<file path="src/rtl/core/vcho_pkg.sv">
`default_nettype none
package vcho_pkg;

    localparam int SLOTS_DEF      = 64;
    localparam int MAX_CHUNKS_DEF = 44;
    localparam int CHUNK_BITS_DEF = 4;

    localparam int CELL_W      = 25;
    localparam int AXIS_W      = 21;
    localparam int KEY_W       = 3 * AXIS_W;
    localparam int HASH_W      = 32;
    localparam int FMIX_SHIFT  = 33;
    localparam int OCC_WORD_W  = 64;
    localparam int OCC_BIT_W   = 6;
    localparam int CELLS_W     = 18;
    localparam int CHUNKS_W    = 6;
    localparam int QUEUE_DEPTH = 2;

    localparam logic [AXIS_W-1:0] KEY_OFFSET = AXIS_W'(1 << 20);
    localparam logic [63:0]       FMIX_C1    = 64'hff51afd7ed558ccd;
    localparam logic [63:0]       FMIX_C2    = 64'hc4ceb9fe1a85ec53;

    localparam logic OP_INSERT = 1'b0;
    localparam logic OP_QUERY  = 1'b1;

    typedef enum logic [1:0] {
        F_IDLE,
        F_MUL,
        F_MOD,
        F_PUSH
    } t_fstate;

    typedef enum logic [2:0] {
        B_CLEAR,
        B_IDLE,
        B_READ,
        B_CMP,
        B_OREAD,
        B_OCHK,
        B_OUT
    } t_bstate;

endpackage
`default_nettype wire

</file>
<file path="src/rtl/core/vcho_queue.sv">
`default_nettype none
module vcho_queue #(
    parameter int DW    = 8,
    parameter int DEPTH = vcho_pkg::QUEUE_DEPTH
) (
    input  wire logic          i_clk,
    input  wire logic          i_rst_n,
    input  wire logic          i_push,
    input  wire logic [DW-1:0] i_data,
    output logic               o_full,
    input  wire logic          i_pop,
    output logic               o_valid,
    output logic [DW-1:0]      o_data
);

    localparam int AW = (DEPTH > 1) ? $clog2(DEPTH) : 1;

    logic [DW-1:0]  r_mem [0:DEPTH-1];
    logic [AW-1:0]  r_wp, r_rp;
    logic [AW:0]    r_cnt;

    assign o_full  = (r_cnt == (AW+1)'(DEPTH));
    assign o_valid = (r_cnt != '0);
    assign o_data  = r_mem[r_rp];

    always_ff @(posedge i_clk) begin
        if (!i_rst_n) begin
            r_wp  <= '0;
            r_rp  <= '0;
            r_cnt <= '0;
        end else begin
            if (i_push) r_wp <= (r_wp == AW'(DEPTH-1)) ? '0 : r_wp + AW'(1);
            if (i_pop)  r_rp <= (r_rp == AW'(DEPTH-1)) ? '0 : r_rp + AW'(1);
            if (i_push && !i_pop) r_cnt <= r_cnt + (AW+1)'(1);
            else if (!i_push && i_pop) r_cnt <= r_cnt - (AW+1)'(1);
        end
    end

    always_ff @(posedge i_clk) begin
        if (i_push) r_mem[r_wp] <= i_data;
    end

endmodule
`default_nettype wire

</file>
<file path="config.mk">
export PLATFORM = sky130hd
export DESIGN_NAME = vcho_queue
export DESIGN_NICKNAME = d
export VERILOG_FILES = /design/src/rtl/core/vcho_pkg.sv /design/src/rtl/core/vcho_queue.sv
export SDC_FILE = /design/constraint.sdc
export NUM_CORES = 1
export LEC_CHECK = 0
export ABC_CLOCK_PERIOD_IN_PS = 2100
export BUFFER_PORTS_ARGS = -buffer_cell sky130_fd_sc_hd__clkbuf_2
export CAP_MARGIN = 20
export CORE_UTILIZATION = 50
export CTS_CLUSTER_SIZE = 16
export DETAILED_ROUTE_END_ITERATION = 7
export MAX_ROUTING_LAYER = met4
export PLACE_DENSITY = 0.77
export SYNTH_ARGS = -nofsm -noshare
export SYNTH_HDL_FRONTEND = slang
export SYNTH_SLANG_ARGS = --single-unit
</file>
<file path="constraint.sdc">
create_clock -name i_clk -period 2.1 [get_ports i_clk]
set_clock_uncertainty 0.15 [all_clocks]
set_input_delay 0 -clock i_clk [delete_from_list [all_inputs] [get_ports i_clk]]
set_output_delay 0 -clock i_clk [all_outputs]
set_load 0.05 [all_outputs]
</file>
# After elaboration in Yosys (flattened, before gate mapping)
# Memory sizes are Yosys's and may differ from the RTL's. A register that Yosys moved wholly into a read port is not among the register bits.
# Index checks and enable logic that the tools add are counted.
# classes
add_sub_neg,4
eq_ne,1
mux,8
n_reduce_logical,6
# op_table
op,count
$mux 1,6
$mux 2,2
$reduce_bool 2->1,2
$add 1x1->1 const B,2
$add 2x1->2 const B,1
$eq 2x2->1 const B,1
$logic_and 1x1->1,2
$logic_not 1->1,2
$sub 2x1->2 const B,1
# totals
regBits,4
ram_bits,16
wordCells,23
n_memories,1
# mem_list
memory,words,width,read_ports,rd_ports_with_merged_regs,write_ports,line_no,rtl
r_mem,2,8,1,1,1,vcho_queue.sv:18,logic [DW-1:0] r_mem [0:DEPTH-1];

# Longest topological paths before layout
# Gate-level depths: netlist of run 1.
# logic_depth
depth_word,4
depth_mapped,5
ltp_nobuf,5

# Worst setup path after synthesis of run 1
# OpenSTA, ideal clock, no wires.
# synth_timing
path_kind,register to register
start,reg r_wp
end,mem r_mem[0][0] (enable)
arrival_ps,730
t_required_ps,1575
slack_ps,846
path_stages_with_launch,2
n_path_buf,0
period_less_slack_ps,1254
path_cell_list,dfxtp_1 nor2b_1
# synth_lines
item,line_no,rtl
from (decl),vcho_queue.sv:19,"logic [AW-1:0] r_wp, r_rp;"
from (signal assigned),vcho_queue.sv:32,if (i_push) r_wp <= (r_wp == AW'(DEPTH-1)) ? '0 : r_wp + AW'(1);
to (decl),vcho_queue.sv:18,
# No word-level cell before the write port.

# Worst setup path after layout of run 1
# layout_timing
start,reg r_wp
end,reg r_wp
# layout_via
elab_chain_len,2
# layout_lines
item,line_no
$add 1x1->1,vcho_queue.sv:32
$mux 1 *,vcho_queue.sv:32
# Mark *: on every way between the ends. The rest lies on a longest branch, timed or not.
# A chain may end at the register's enable or synchronous reset.

==> results of run 1 <==
flip-flops by register name, indices dropped and copies added, names as in the netlist, named ones only:
register / flops
r_wp: 1
r_cnt: 2
r_mem: 16
r_rp: 1
Yosys cell counts (all sizes together):
cell | n | area, sq um
o21ai | 1 | 5.00
and2 | 4 | 25.0
nor2b | 2 | 12.5
a21boi | 1 | 7.51
o21a | 1 | 7.51
dfxtp | 5 | 100
ha | 1 | 12.5
inv | 1 | 3.75
edfxtp | 16 | 480
or2 | 1 | 6.26
xnor2 | 1 | 8.76
or3 | 1 | 6.26
and2b | 1 | 8.76
mux2 | 8 | 90.1
xor2 | 2 | 17.5
buf | 1 | 5.00
cells in the final DEF (no fill, tap or decap):
cell type,Yosys,layout
sky130_fd_sc_hd__a21boi_1,1,1
sky130_fd_sc_hd__and2_1,4,4
sky130_fd_sc_hd__and2b_2,1,1
sky130_fd_sc_hd__clkbuf_1,0,1
sky130_fd_sc_hd__clkbuf_2,0,21
sky130_fd_sc_hd__clkbuf_4,0,3
sky130_fd_sc_hd__dfxtp_1,5,5
sky130_fd_sc_hd__dlygate4sd3_1,0,11
sky130_fd_sc_hd__edfxtp_1,16,16
sky130_fd_sc_hd__ha_1,1,1
sky130_fd_sc_hd__inv_1,1,1
sky130_fd_sc_hd__mux2_2,8,8
sky130_fd_sc_hd__nor2b_1,2,2
sky130_fd_sc_hd__o21a_1,1,1
sky130_fd_sc_hd__o21ai_0,1,1
sky130_fd_sc_hd__or2_2,1,1
sky130_fd_sc_hd__or3_1,1,1
sky130_fd_sc_hd__xnor2_1,1,1
sky130_fd_sc_hd__xor2_1,2,2
worst paths after layout:
| kind | start | endpoint | slack (ps) | cells past startpoint |
|---|---|---|---|---|
| min reg2reg | r_cnt[1] | r_cnt[1] | 370 | 2 |
| min | i_push | r_cnt[1] | 50 | 4 |
| max | r_wp | r_wp | 220 | 3 |
| max reg2reg | r_wp | r_wp | 220 | 3 |
logic make-up (layout without fill, tap and decap cells):
logic type | after synthesis | after routing | share of synthesized area (%)
multiplexers | 8 | 8 | 11.3
AO/OA/AOI/OAI | 3 | 3 | 2.51
adder cells (fa/ha/maj) | 1 | 1 | 1.57
buffers and inverters | 2 | 37 | 1.10
XOR/XNOR | 3 | 3 | 3.30
AND/OR/NAND/NOR | 9 | 9 | 7.38
flip-flops | 21 | 21 | 72.8
tightest hold or removal path, stage by stage:
cell	delay, ps
sky130_fd_sc_hd__clkbuf_2	110
sky130_fd_sc_hd__ha_1	180
sky130_fd_sc_hd__or3_1	120
sky130_fd_sc_hd__a21boi_1	60
area by class of cell:
type | count | area [sq um]
Tap cell | 16 | 20.0
Inverter | 1 | 3.75
Multi-Input combinational cell | 24 | 208
Sequential cell | 21 | 581
Clock buffer | 4 | 26.3
Fill cell | 105 | 435
Timing Repair Buffer | 32 | 215
layer usage:
layer / GRT usage, % / vias up / wire (um)
met3: 4.35 / 2 / 70
met4: 11.6 / 0 / 21
met2: 22.8 / 17 / 543
met5: - / - / 0
met1: 18.2 / 216 / 514
li1: - / 238 / -
stage by stage:
| stage | instance area, sq um | cells |
|---|---|---|
| 2_1_floorplan | 797 | 47 |
| 3_3_place_gp | 917 | 83 |
| 3_5_place_dp | 917 | 83 |
| 4_1_cts | 1050 | 98 |
| 5_1_grt | 1050 | 98 |
| 6_report | 1050 | 98 |
power by group through the flow:
| stage | registers (mW) | logic (mW) | clock network [mW] |
|---|---|---|---|
| 3_3_place_gp | 0.500 | 0.174 | 0 |
| 5_1_grt | 0.495 | 0.206 | 0.209 |
| 4_1_cts | 0.492 | 0.195 | 0.194 |
| 3_5_place_dp | 0.501 | 0.178 | 0 |
| 6_report | 0.491 | 0.193 | 0.187 |
| 2_1_floorplan | 0.493 | 0.144 | 0 |
==> impl_metrics.tcl, run 1 <==
set metrics [dict create \
    outcome "completed" \
    antenna_cells 0 \
    syn_to_final_growth_pct 32.2 \
    mean_area_per_synthesized_cell_sq_um 17.0 \
    rsz0062_at_grt "no" \
    cp_data_required_time_ps 2200 \
    floorplan.core_area_sq_um 1490 \
    synth.yosys.warnings 0 \
    slew_headroom_pct 48.5 \
    fin_setup_tns_ps 0 \
    grt-ovfl-total 0 \
    ys_seq_elements 21 \
    hold_viol_final 0 \
    final_antenna_net_count 0 \
    cts_post_setup_buffers_inserted 0 \
    min_period_ps 1880 \
    placement.io_buffers 21 \
    route.detailed.wl_per_inst_um 11.7 \
    cellPowerDensity_nw_per_um2 828 \
    tot_pwr_mw 0.872 \
    insertion_delay_ps 290 \
    hpwlAfterDp_um 764 \
    route.detailed.vias_per_inst 4.83 \
    chipWidth_um 41.9 \
    post_synthesis_sequential_area_ratio_pct 72.8 \
    finalNetCount 96 \
    grt_pass1_vias 443 \
    pwr-share-comb_pct 22.2 \
    maxCapViolations 0 \
    whs_ps 50.7 \
    seq_power_share_pct 56.3 \
    timing.critical_path.to_type "flip-flop" \
    critical_path.cell_chain "nor2b_1, o21a_1, dlygate4sd3_1" \
    timing.final.crit_share_pct 89.6 \
    h_tree_lvls 1 \
    netlist-cell-type-count 16 \
    final-setup-viol-count 0 \
    clockBufferDepth 2 \
    layout_setup_ws_ps 219 \
    clock_sinks 21 \
    rows 14 \
    initial_utilization_pct 53.5 \
    worst-slew-pin-transition_ps 771 \
    dieArea_sq_um 1760 \
    slew_violations 0 \
    syn-num-nets 60 \
    grt_max_degree 12 \
    wire_length_of_the_first_global_routing_pass_um 1860 \
    crit_path_max_incr_delay_ps 600 \
    leakage_nw 0.432 \
    clock_tree.root_cell "sky130_fd_sc_hd__clkbuf_4" \
    wl_um 1150 \
    antenna_found_initial 0 \
    dpl_worst_slack_ps 642 \
    io-pin-count 22 \
    netSwitchingFraction_pct 28.7 \
    drc 0 \
    ctsResizeCount 0 \
    power.switching_mw 0.250 \
    postLayoutCoreUtil_pct 70.8 \
    synth_instances 47 \
    crit_type "reg -> reg" \
    crit_fanout 9 \
    route.vias.total 473 \
    gp_congestion 0.627 \
    tritoncts "done" \
    fmax_ghz 0.532 \
    cp_top_family "simple AND/OR/NAND/NOR gates" \
    die-height_um 41.9 \
    cts_inserted_buffers 3 \
    globalRouteTotalUtil_pct 15.6 \
    worst-path-buf-inv 1 \
    clkTransAtPathRegs_ps 110 \
    drtIter0Drc 7 \
    internal_power_mw 0.622 \
    ir_drop_mv 0.544 \
    synth.cell_area_sq_um 797 \
    drive_gt1_share_pct 41.5 \
    timing.critical_path.from_type "flip-flop" \
    worstHoldPathType "in -> reg" \
    worst_ep_arrival_time_ps 1980 \
    cp_slowest_cell "sky130_fd_sc_hd__nor2b_1" \
    cts_hold_repair.buffers 11 \
    clock_power_share_pct 21.5 \
    drtPass1Iterations 4 \
]
Note: power is estimated with default switching activity, not from simulation.
==> run 2: changes to the inputs <==
--- a/config.mk
+++ b/config.mk
@@ -9,6 +9,7 @@
 export BUFFER_PORTS_ARGS = -buffer_cell sky130_fd_sc_hd__clkbuf_2
 export CAP_MARGIN = 20
 export CORE_UTILIZATION = 50
+export CTS_BUF_LIST = sky130_fd_sc_hd__clkbuf_2 sky130_fd_sc_hd__clkbuf_4 sky130_fd_sc_hd__clkbuf_8
 export CTS_CLUSTER_SIZE = 16
 export DETAILED_ROUTE_END_ITERATION = 7
 export MAX_ROUTING_LAYER = met4
==> impl_metrics.tcl, run 2 (synthesis gave the netlist of run 1 again) <==
set metrics [dict create \
    mostFrequentLayoutCell "sky130_fd_sc_hd__clkbuf_2" \
    top_register "r_mem" \
    cts_inserted_buffers 3 \
    outcome "completed" \
    flip_flop_count_of_the_largest_register_after_layout 16 \
    antenna_cells 0 \
    tot_pwr_mw 0.884 \
    cts_post_setup_buffers_inserted 0 \
    rr_worst_depth 3 \
    slew_violations 0 \
    hold_depth 4 \
    worstHoldPathType "in -> reg" \
    die-height_um 41.9 \
    timing.final.crit_share_pct 89.6 \
    crit_path_max_incr_delay_ps 610 \
    drive_gt1_share_pct 42.7 \
    placement.io_buffers 21 \
    io-pin-count 22 \
    final-setup-viol-count 0 \
    drtIter0Drc 8 \
    floorplan.core_area_sq_um 1490 \
    antenna_found_initial 0 \
    timing.critical_path.from_type "flip-flop" \
    globalRouteTotalUtil_pct 15.6 \
    wire_length_of_the_first_global_routing_pass_um 1860 \
    worst-slew-pin-transition_ps 776 \
    insertion_delay_ps 300 \
    chipWidth_um 41.9 \
    dpl-instance-area_sq_um 917 \
    finalNetCount 96 \
    rsz0062_at_grt "no" \
    initial_utilization_pct 53.5 \
    h_tree_lvls 1 \
    cellPowerDensity_nw_per_um2 836 \
    grt_max_degree 12 \
    commonest_cells_after_routing_fill_and_taps_aside "sky130_fd_sc_hd__clkbuf_2, sky130_fd_sc_hd__edfxtp_1, sky130_fd_sc_hd__dlygate4sd3_1, sky130_fd_sc_hd__mux2_2, sky130_fd_sc_hd__dfxtp_1" \
    cp_slowest_cell "sky130_fd_sc_hd__nor2b_1" \
    min_period_ps 1880 \
    final_antenna_net_count 0 \
    fin_setup_tns_ps 0 \
    final_area_sq_um 1060 \
    route.vias.total 471 \
    maxCapViolations 0 \
    clkTransAtPathRegs_ps 110 \
    fillers 106 \
    worst_ep_arrival_time_ps 1980 \
    drc 0 \
    grt_pass1_vias 445 \
    rows 14 \
    postLayoutCoreUtil_pct 71.0 \
    dieArea_sq_um 1760 \
    clock_sinks 21 \
    crit_fanout 9 \
    crit_type "reg -> reg" \
    syn_to_final_growth_pct 32.7 \
    critical_path.cell_chain "nor2b_1, o21a_1, dlygate4sd3_1" \
    wl_um 1150 \
    clock_tree.root_cell "sky130_fd_sc_hd__clkbuf_4" \
    slew_headroom_pct 48.2 \
    ir_drop_mv 0.540 \
    route.detailed.wl_per_inst_um 11.8 \
    timing.critical_path.to_type "flip-flop" \
    cp_data_required_time_ps 2190 \
    grt-ovfl-total 0 \
    ctsResizeCount 0 \
    layout.area.seq_sq_um 581 \
    hpwlAfterDp_um 764 \
    tritoncts "done" \
    biggestRegsByFlops "r_mem: 16 flops, r_cnt: 2 flops" \
    hold_viol_final 0 \
    multi_input_comb_area_sq_um 208 \
    clockBufferDepth 2 \
    leakage_nw 0.435 \
    drtPass1Iterations 4 \
    route.detailed.vias_per_inst 4.81 \
    fmax_ghz 0.531 \
    gp_congestion 0.627 \
]
==> run 2: repair_timing <==
| item | CTS | global route |
|---|---|---|
| setup endpoints to repair | 0 | 0 |
| hold buffers | 11 | 0 |
| hold endpoints to repair | 21 | 0 |
==> run 2: worst max-delay path, delay by kind of cell (launching register included) <==
kind                   cells  cell delay, ps
AOI/OAI and AO/OA          1             220
buffers and inverters      1             530
DFF                        1             330
and+or+nand+nor            1             610
==> run 2: area by class of cell <==
class                   count  area share, %
flip-flops and latches     21           54.9
repair buffers             32           20.4
well taps                  16           1.89
multi-input cells          24           19.6
clock buffers               4           2.84
inverters                   1          0.355
==> run 2: metal layers <==
metal | vias to the layer above | global-route usage, % | part of all wire, %
li1 | 239 | - | -
met1 | 213 | 18.2 | 46
met5 | - | - | 0
met3 | 2 | 4.35 | 5.8
met2 | 17 | 22.8 | 47
met4 | 0 | 11.6 | 1.8
==> run 2: where the power goes <==
group          internal [mW]  switching, mW
clock network         0.0869          0.113
registers              0.475         0.0156
logic                 0.0722          0.121
total                  0.635          0.249
==> run 2: worst paths after layout <==
| check | start | to | slack [ps] |
|---|---|---|---|
| hold / removal | i_push | r_cnt[1] | 50 |
| setup / recovery | r_wp | r_wp | 220 |
| hold reg to reg | r_cnt[1] | r_cnt[1] | 370 |
| setup reg to reg | r_wp | r_wp | 220 |
==> run 2: per-stage QoR <==
| step | hold WS, ps | cells | worst slack [ps] |
|---|---|---|---|
| floorplan | -51.1 | 47 | 846 |
| global placement | 40.6 | 83 | 688 |
| detailed placement | 42.5 | 83 | 642 |
| CTS | 44.6 | 98 | 189 |
| global route | 102 | 98 | 55.1 |
| finish | 52.4 | 98 | 217 |
