### src/rtl/core/vcho_pkg.sv
`default_nettype none
package vcho_pkg;

    localparam int SLOTS_DEF      = 64;
    localparam int MAX_CHUNKS_DEF = 44;
    localparam int CHUNK_BITS_DEF = 4;

    localparam int CELL_W      = 25;
    localparam int AXIS_W      = 21;
    localparam int KEY_W       = 3 * AXIS_W;
    localparam int HASH_W      = 32;
    localparam int FMIX_SHIFT  = 33;
    localparam int OCC_WORD_W  = 64;
    localparam int OCC_BIT_W   = 6;
    localparam int CELLS_W     = 18;
    localparam int CHUNKS_W    = 6;
    localparam int QUEUE_DEPTH = 2;

    localparam logic [AXIS_W-1:0] KEY_OFFSET = AXIS_W'(1 << 20);
    localparam logic [63:0]       FMIX_C1    = 64'hff51afd7ed558ccd;
    localparam logic [63:0]       FMIX_C2    = 64'hc4ceb9fe1a85ec53;

    localparam logic OP_INSERT = 1'b0;
    localparam logic OP_QUERY  = 1'b1;

    typedef enum logic [1:0] {
        F_IDLE,
        F_MUL,
        F_MOD,
        F_PUSH
    } t_fstate;

    typedef enum logic [2:0] {
        B_CLEAR,
        B_IDLE,
        B_READ,
        B_CMP,
        B_OREAD,
        B_OCHK,
        B_OUT
    } t_bstate;

endpackage
`default_nettype wire

### src/rtl/core/vcho_front.sv
`default_nettype none
module vcho_front #(
    parameter int SLOTS      = vcho_pkg::SLOTS_DEF,
    parameter int CHUNK_BITS = vcho_pkg::CHUNK_BITS_DEF,
    parameter int JOB_W      = 1 + vcho_pkg::KEY_W + 3 * CHUNK_BITS + $clog2(SLOTS)
) (
    input  wire logic                          i_clk,
    input  wire logic                          i_rst_n,
    input  wire logic                          i_valid,
    output logic                               o_ready,
    input  wire logic                          i_hold,
    input  wire logic                          i_op,
    input  wire logic [vcho_pkg::CELL_W-1:0]   i_cell_x,
    input  wire logic [vcho_pkg::CELL_W-1:0]   i_cell_y,
    input  wire logic [vcho_pkg::CELL_W-1:0]   i_cell_z,
    output logic                               o_push,
    input  wire logic                          i_full,
    output logic [JOB_W-1:0]                   o_job
);

    localparam int SW   = $clog2(SLOTS);
    localparam int LW   = 3 * CHUNK_BITS;
    localparam int KW   = vcho_pkg::KEY_W;
    localparam bit POW2 = ((1 << SW) == SLOTS);
    localparam logic [63:0] RECIP    = ((64'd1 << (32 + SW)) + 64'(SLOTS) - 64'd1) / 64'(SLOTS);
    localparam logic [31:0] RECIP_LO = RECIP[31:0];

    vcho_pkg::t_fstate r_state, n_state;

    logic              r_op;
    logic [KW-1:0]     r_key;
    logic [LW-1:0]     r_local;
    logic [63:0]       r_k, n_k;
    logic [63:0]       r_acc, n_acc;
    logic [1:0]        r_step;
    logic              r_round;
    logic [SW-1:0]     r_home, n_home;

    logic [vcho_pkg::AXIS_W-1:0] ax, ay, az;
    logic [KW-1:0]     key;
    logic [63:0]       cst, prod;
    logic [31:0]       ma, mb;
    logic [63:0]       mix;
    logic [32:0]       qsum;
    logic              accept;

    assign ax = vcho_pkg::AXIS_W'($signed(i_cell_x) >>> CHUNK_BITS) + vcho_pkg::KEY_OFFSET;
    assign ay = vcho_pkg::AXIS_W'($signed(i_cell_y) >>> CHUNK_BITS) + vcho_pkg::KEY_OFFSET;
    assign az = vcho_pkg::AXIS_W'($signed(i_cell_z) >>> CHUNK_BITS) + vcho_pkg::KEY_OFFSET;
    assign key = {ax, ay, az};

    assign o_ready = (r_state == vcho_pkg::F_IDLE) && !i_hold;
    assign accept  = i_valid && o_ready;
    assign o_push  = (r_state == vcho_pkg::F_PUSH) && !i_full;
    assign o_job   = {r_op, r_key, r_local, r_home};

    assign cst  = r_round ? vcho_pkg::FMIX_C2 : vcho_pkg::FMIX_C1;
    assign ma   = (r_state == vcho_pkg::F_MOD) ?
                  ((r_step == 2'd2) ? r_acc[31:0] : r_k[31:0]) :
                  ((r_step == 2'd1) ? r_k[63:32] : r_k[31:0]);
    assign mb   = (r_state == vcho_pkg::F_MOD) ?
                  ((r_step == 2'd2) ? 32'(SLOTS) : RECIP_LO) :
                  ((r_step == 2'd2) ? cst[63:32] : cst[31:0]);
    assign prod = ma * mb;
    assign mix  = r_acc ^ (r_acc >> vcho_pkg::FMIX_SHIFT);
    assign qsum = {1'b0, r_k[31:0]} + {1'b0, r_acc[63:32]};

    always_comb begin
        n_state = r_state;
        case (r_state)
            vcho_pkg::F_IDLE: begin
                if (accept) n_state = vcho_pkg::F_MUL;
            end
            vcho_pkg::F_MUL: begin
                if (r_step == 2'd3 && r_round) n_state = POW2 ? vcho_pkg::F_PUSH : vcho_pkg::F_MOD;
            end
            vcho_pkg::F_MOD: begin
                if (r_step == 2'd3) n_state = vcho_pkg::F_PUSH;
            end
            vcho_pkg::F_PUSH: begin
                if (!i_full) n_state = vcho_pkg::F_IDLE;
            end
            default: n_state = vcho_pkg::F_IDLE;
        endcase
    end

    always_comb begin
        n_k    = r_k;
        n_acc  = r_acc;
        n_home = r_home;
        case (r_state)
            vcho_pkg::F_IDLE: begin
                n_k   = {1'b0, key} ^ ({1'b0, key} >> vcho_pkg::FMIX_SHIFT);
            end
            vcho_pkg::F_MUL: begin
                case (r_step)
                    2'd0: n_acc = prod;
                    2'd1, 2'd2: n_acc = {r_acc[63:32] + prod[31:0], r_acc[31:0]};
                    default: begin
                        n_k = r_round ? {mix[31:0], 32'd0} | {32'd0, mix[31:0]} : mix;
                        if (r_round) n_k = {32'd0, mix[31:0]};
                        n_home = SW'(mix[SW-1:0]);
                    end
                endcase
            end
            vcho_pkg::F_MOD: begin
                case (r_step)
                    2'd0, 2'd2: n_acc = prod;
                    2'd1: n_acc = 64'(qsum >> SW);
                    default: n_home = SW'(r_k[31:0] - r_acc[31:0]);
                endcase
            end
            default: ;
        endcase
    end

    always_ff @(posedge i_clk) begin
        if (!i_rst_n) begin
            r_state <= vcho_pkg::F_IDLE;
            r_step  <= '0;
            r_round <= 1'b0;
        end else begin
            r_state <= n_state;
            if (r_state == vcho_pkg::F_IDLE) begin
                r_step  <= '0;
                r_round <= 1'b0;
            end else if (r_state == vcho_pkg::F_MUL) begin
                r_step <= r_step + 2'd1;
                if (r_step == 2'd3) r_round <= 1'b1;
            end else if (r_state == vcho_pkg::F_MOD) begin
                r_step <= r_step + 2'd1;
            end
        end
    end

    always_ff @(posedge i_clk) begin
        if (accept) begin
            r_op    <= i_op;
            r_key   <= key;
            r_local <= {i_cell_x[CHUNK_BITS-1:0], i_cell_y[CHUNK_BITS-1:0],
                        i_cell_z[CHUNK_BITS-1:0]};
        end
        r_k    <= n_k;
        r_acc  <= n_acc;
        r_home <= n_home;
    end

endmodule
`default_nettype wire

### config.mk
export PLATFORM = sky130hd
export DESIGN_NAME = vcho_front
export DESIGN_NICKNAME = d
export VERILOG_FILES = /design/src/rtl/core/vcho_pkg.sv /design/src/rtl/core/vcho_front.sv
export SDC_FILE = /design/constraint.sdc
export NUM_CORES = 2
export LEC_CHECK = 0
export BUFFER_PORTS_ARGS = -buffer_cell sky130_fd_sc_hd__clkbuf_2
export CAP_MARGIN = 20
export CORE_ASPECT_RATIO = 1.5
export CORE_MARGIN = 1.5
export CORE_UTILIZATION = 35
export CTS_CLUSTER_DIAMETER = 40
export DETAILED_ROUTE_END_ITERATION = 10
export HOLD_SLACK_MARGIN = 0.05
export SLEW_MARGIN = 10
export SYNTH_ARGS = -nofsm -noshare
export SYNTH_HDL_FRONTEND = slang
export SYNTH_SLANG_ARGS = --single-unit
### constraint.sdc
create_clock -name i_clk -period 21.2 [get_ports i_clk]
set_clock_uncertainty 0.1 [all_clocks]
set_input_delay 0 -clock i_clk [delete_from_list [all_inputs] [get_ports i_clk]]
set_output_delay 0 -clock i_clk [all_outputs]
set_load 0.01 [all_outputs]
## Word-level counts from Yosys, hierarchy flattened

Cells that the tools add are included.

- Add/subtract/negate cells: 7
- Multiply operators: 1
- Eq/ne operators: 16
- Mux-type cells: 23
- Bitwise operators: 3
- Reduce and logical (&&, ||, !) cells: 20

Operator list:

| kind | number |
|---|---|
| one-hot mux 64 bit (2 select lines) | 4 |
| two-way mux 32 bit | 5 |
| two-way mux 64 bit | 2 |
| multiplier 32 x 32 -> 64 bit | 1 |
| XOR 64 x 31 -> 64 bit | 1 |
| adder 21 bit, second input constant | 3 |
| XOR 63 x 30 -> 63 bit | 1 |
| two-way mux 62 bit | 1 |
| adder 32 x 32 -> 33 bit | 1 |
| adder 32 bit | 1 |
| two-way mux 2 bit | 6 |
| two-way mux 6 bit | 2 |
| != test 2 bit, second input constant | 6 |
| one-hot mux 6 bit (2 select lines) | 1 |
| == test 2 bit, second input constant | 4 |
| one-hot mux 2 bit (4 select lines) | 1 |
| AND reduction 4 bit | 2 |
| two-way mux 7 bit | 1 |
| != test 3 x 1 -> 1 bit, second input constant | 2 |
| AND reduction 3 bit | 2 |
| OR reduction 2 bit | 3 |
| subtractor 6 bit | 1 |
| == test 2 x 1 -> 1 bit, second input constant | 2 |
| logical AND 1 bit | 4 |
| other kinds (8) | 13 |

- Bits in registers: 215
- Input port bits: 81
- Output and inout port bits: 84
- Logic and storage cells: 80

## Longest topological paths before layout

- Word-level depth: 7
- Mapped depth: 42
- Mapped depth without buffers: 39

## Least setup slack after synthesis

Ideal clock, no wire load.

- Kind: reg-to-reg
- From: reg r_step[1]
- To: reg r_acc[61], data pin
- Library setup time: 0.259 ns
- Arrival: 9.375 ns
- Data required time: 20.841 ns
- Slack: 11.466 ns
- Cell stages (with the launch flop): 36
- Buffers on the path: 6
- Period minus slack after synthesis: 9.734 ns
- Path through: dfxtp_1 -> inv_1 -> ha_1 -> clkbuf_1 -> clkbuf_1 -> clkbuf_1 -> buf_1 -> clkbuf_1 -> a211oi_1 -> nor2_1 -> fa_1 -> fa_1 -> fa_1 -> inv_1 -> fa_1 -> inv_1 -> fa_1 -> fa_1 -> fa_1 -> fa_1 -> ha_1 -> clkbuf_1 -> a21oi_1 -> o21ai_0 -> or4_1 -> o21ai_1 -> xnor2_1 -> ha_1 -> and3_1 -> nand2_1 -> nor2_1 -> a211oi_1 -> o31ai_2 -> xnor2_1 -> o21ai_1 -> a211o_1

- Word-level cells in the longest chain between the ends: 7
- Elaborated cells between the ends (all ways): 16
- Classes of those cells: add/sub (1); mul (1); eq/ne (2); mux (9); reduce/logical (3)

RTL lines:

| element | RTL line | source |
|---|---|---|
| from (decl) | vcho_front.sv:35 | `logic [1:0] r_step;` |
| from (signal assigned) | vcho_front.sv:128 | `r_step <= r_step + 2'd1;` |
| from (signal assigned) | vcho_front.sv:131 | `r_step <= r_step + 2'd1;` |
| == test 2 x 1 -> 1 bit or == test 2 bit (tied branches) | - |  |
| two-way mux 32 bit (tied with other cells) | vcho_front.sv:60 | `((r_step == 2'd1) ? r_k[63:32] : r_k[31:0]);` |
| two-way mux 32 bit, on equally long branches | vcho_front.sv:58, vcho_front.sv:61 |  |
| multiplier 32 x 32 -> 64 bit | vcho_front.sv:64 | `assign prod = ma * mb;` |
| adder 32 bit | vcho_front.sv:98 | `2'd1, 2'd2: n_acc = {r_acc[63:32] + prod[31:0], r_acc[31:0]};` |
| one-hot mux 64 bit (2 select lines) | vcho_front.sv:96 | `case (r_step)` |
| one-hot mux 64 bit (2 select lines) (*) | vcho_front.sv:91 | `case (r_state)` |
| named net n_acc[61] | vcho_front.sv:34 | `logic [63:0] r_acc, n_acc;` |
| to (signal assigned) | vcho_front.sv:144 | `r_acc <= n_acc;` |
| to (decl) | vcho_front.sv:34 |  |

The timed path passes the listed nets; every way through them passes the cells marked *. The select of a mux whose other input is x is not followed.
A chain may end at the register's enable or synchronous reset.

## Worst setup path in the final report

- From: reg r_state[0]
- To: reg r_acc[62], data pin

- Word-level cells in the longest chain between the ends: 6
- Elaborated cells between the ends (all ways): 9
- Classes of those cells: add/sub (1); mul (1); eq/ne (2); mux (5)

RTL lines:

| element | RTL line | source |
|---|---|---|
| from (decl) | vcho_front.sv:28 | `vcho_pkg::t_fstate r_state, n_state;` |
| from (signal assigned) | vcho_front.sv:119 | `r_state <= vcho_pkg::F_IDLE;` |
| from (signal assigned) | vcho_front.sv:123 | `r_state <= n_state;` |
| == test 2 bit | vcho_front.sv:58, vcho_front.sv:61, vcho_front.sv:91 |  |
| two-way mux 32 bit, on equally long branches | vcho_front.sv:58, vcho_front.sv:61 |  |
| multiplier 32 x 32 -> 64 bit | vcho_front.sv:64 |  |
| adder 32 bit | vcho_front.sv:98 |  |
| one-hot mux 64 bit (2 select lines) | vcho_front.sv:96 |  |
| one-hot mux 64 bit (2 select lines) (*) | vcho_front.sv:91 |  |
| named net n_acc[62] | vcho_front.sv:34 |  |

Marks and branches as above.

==> out/metrics.cfg <==
[die]
initial_core_util_pct=35.2
row_count=156
die_x_um=287
dieArea_um2=123000
num_io_pins=165
fp.dieH_um=429
core_area_um2=120000

[yosys]
ys_warn_count=0
synth_fp_nets=5649
synth_enable_flop_cells=210
synth-async-reset-ratio_pct=0
syn_avg_cell_area_um2=9.80
yosysSeqAreaShare_pct=15.1
synth_area_um2=42400
ys_ff_latch=215
synth_cell_types=74
syn-instance-count=4329
synth_flop_cell=edfxtp_1

[route]
drt-vias-per-instance=5.21
antenna_left=0
dr.pass1.iters=6
drt_iter0_drc=2329
via_count=32000
drc_errors=0
wl_per_cell_um=26.9
wirelength_um=165000

[critical_path]
start_kind=flip-flop
path_max_fanout=81
ff2ff_path_depth=36
reg2reg_to=r_acc[62]$_DFFE_PP_
worstPathRequired_ns=21.37
max_stage_delay_ns=0.81
r2r_start=r_state[0]$_SDFFE_PN0P_
endpoint_kind=flip-flop
crit_arrival_ns=11.69
crit_family=adder cells
crit_type=reg2reg
cpMostUsedCell=inv_1
rrSetupSlack_ns=9.68
critPathBufInv=9
slowest_stage=buf_4

[worst_hold_path]
hold_start=i_cell_z[15]
hold_path.class=in2reg
min_to=r_key[11]$_DFFE_PP_
min_path_cells=2

[global_routing]
grt_pass1_vias=35100
grt_first_pass_wirelength_um=241000
grt_use_total_pct=27.3
grt_overflow_total=0
grt_max_degree=82
antenna_found_initial=3

[timing]
tightest_slew_ns=1.13
setup_ws_ns=9.68
setup-tns-final_ns=0
period_share_pct=54.3
finalHoldViolCount=0
period_minus_slack_ns=11.52
maxSlewHeadroom_pct=23.7
rsz0062_at_grt=no
final_max_slew_viol_count=0
setup_viol=0
max_freq_mhz=86.8

[cells_and_area]
drive_gt1_share_pct=7.17
fin_nets=5860
area_growth_pct=11.3
fin_area_um2=47200
fill_cells=11900

[placed_design]
placement.cell_area_um2=45300
place_hpwl_um=144000
preCtsSetupSlack_ns=9.99
io_buffers=164
place.gp.congestion=1.05

[clock_network]
htree_levels=1
cts_buffer_depth=3
worstSkewPairLatency_ns=0.60
cts-buffers-inserted=28
cts_sinks=215
clk_pin_slew_ns=0.06
root_buffer=clkbuf_16
tritoncts=done
cts-resized-gates=0

[status]
status=finished clean

[job]
maxCapViolations=0

## cell families (layout without fill, tap and decap cells)
| logic type | after synthesis | count (layout) | share of synthesized area (%) |
|---|---|---|---|
| other cells | 0 | 3 | 0 |
| flops | 215 | 215 | 15.1 |
| mux | 45 | 45 | 1.10 |
| buf+inv | 1199 | 1431 | 10.6 |
| xor+xnor | 176 | 176 | 3.66 |
| fa+ha+maj | 1239 | 1239 | 51.8 |
| simple gates | 861 | 861 | 8.79 |
| compound gates | 594 | 594 | 8.94 |
## Yosys cell counts, drive strengths merged, types with 9 or more instances
| master | n | area [um2] |
|---|---|---|
| nor2 | 280 | 1050 |
| o21bai | 17 | 128 |
| inv | 1059 | 3980 |
| and2 | 15 | 96.3 |
| a21o | 71 | 533 |
| a211o | 33 | 289 |
| nand3 | 31 | 155 |
| a31oi | 22 | 159 |
| xnor2 | 96 | 841 |
| o21ai | 177 | 886 |
| nand2b | 37 | 231 |
| a211oi | 42 | 320 |
| nor2b | 44 | 275 |
| buf | 13 | 55.1 |
| or3 | 11 | 68.8 |
| or2 | 10 | 62.6 |
| o22ai | 24 | 150 |
| nor3 | 15 | 75.1 |
| edfxtp | 210 | 6310 |
| nand4 | 25 | 156 |
| mux2 | 12 | 135 |
| fa | 863 | 17300 |
| o211ai | 9 | 72.6 |
| and3 | 15 | 93.8 |
| nand2 | 367 | 1380 |
| o21a | 12 | 90.1 |
| a21oi | 134 | 671 |
| ha | 376 | 4700 |
| clkbuf | 127 | 477 |
| xor2 | 79 | 692 |
| mux2i | 33 | 330 |
## repair_timing
item                       4_1_cts  5_1_grt
hold buffers                   102        0
buffers inserted                 0        0
setup endpoints to repair        0        0
hold endpoints to repair       144        0
## cell type report
class	count	area, um2	area share [%]
antenna	3	7.51	0.0159
inverter	1059	3980	8.42
multi-input combinational	2915	31700	67.0
timing repair buffer	321	2250	4.77
tap	1580	1980	4.18
clock buffer	31	712	1.51
sequential	215	6410	13.6
clock inverter	20	243	0.514
## through the flow
| stage | instances | util [%] | hold slack (ns) |
|---|---|---|---|
| 2_1_floorplan | 4329 | - | -0.0536 |
| 3_3_place_gp | 5986 | 37.6 | 0.0776 |
| 3_5_place_dp | 5988 | 37.6 | 0.0786 |
| 4_1_cts | 6141 | 39.2 | 0.0531 |
| 5_1_grt | 6142 | 39.2 | 0.0693 |
| 6_report | 6144 | 39.2 | 0.0721 |
## routing by layer
| metal | GRT usage, % | part of all wire, % | vias to the layer above |
|---|---|---|---|
| li1 | - | - | 13900 |
| met1 | 29.1 | 34 | 16300 |
| met5 | 0 | 0.0079 | - |
| met4 | 24.2 | 11 | 2 |
| met2 | 47.4 | 50 | 1358 |
| met3 | 2.96 | 5.1 | 507 |
## registers in the layout, indices dropped and copies added (netlist names)
| register | flops |
|---|---|
| r_key | 63 |
| r_round | 1 |
| r_state | 2 |
| r_k | 64 |
| r_step | 2 |
| r_home | 6 |
| r_acc | 64 |
| r_op | 1 |
| r_local | 12 |
## worst max path at each step
| stage | start | endpoint | slack, ns | cells after the start |
|---|---|---|---|---|
| floorplan | r_step[1]$_SDFFE_PP0P_ | r_acc[61]$_DFFE_PP_ | 11.47 | 35 |
| global placement | r_step[0]$_SDFFE_PP0P_ | r_acc[62]$_DFFE_PP_ | 9.33 | 35 |
| detailed placement | r_state[0]$_SDFFE_PN0P_ | r_acc[62]$_DFFE_PP_ | 9.99 | 36 |
| CTS | r_state[0]$_SDFFE_PN0P_ | r_acc[62]$_DFFE_PP_ | 9.89 | 36 |
| global route | r_state[0]$_SDFFE_PN0P_ | r_acc[60]$_DFFE_PP_ | 9.22 | 38 |
| finish | r_state[0]$_SDFFE_PN0P_ | r_acc[62]$_DFFE_PP_ | 9.68 | 36 |
## placed cells by master, fill, tap and decap left out, drive strengths merged, types with 15 or more instances in the layout
master / netlist / final
a21o: 71 / 71
nor3: 15 / 15
a21oi: 134 / 134
clkbuf: 127 / 195
o22ai: 24 / 24
mux2i: 33 / 33
inv: 1059 / 1065
a31oi: 22 / 22
nand3: 31 / 31
o21bai: 17 / 17
fa: 863 / 863
xnor2: 96 / 96
dlygate4sd3: 0 / 102
nor2b: 44 / 44
and3: 15 / 15
a211oi: 42 / 42
xor2: 79 / 79
nand2b: 37 / 37
edfxtp: 210 / 210
a211o: 33 / 33
o21ai: 177 / 177
buf: 13 / 55
nor2: 280 / 280
and2: 15 / 15
ha: 376 / 376
nand2: 367 / 367
nand4: 25 / 25
Power is not shown: default switching activity piles up to over one toggle a cycle in this logic, so the estimate is an artifact.
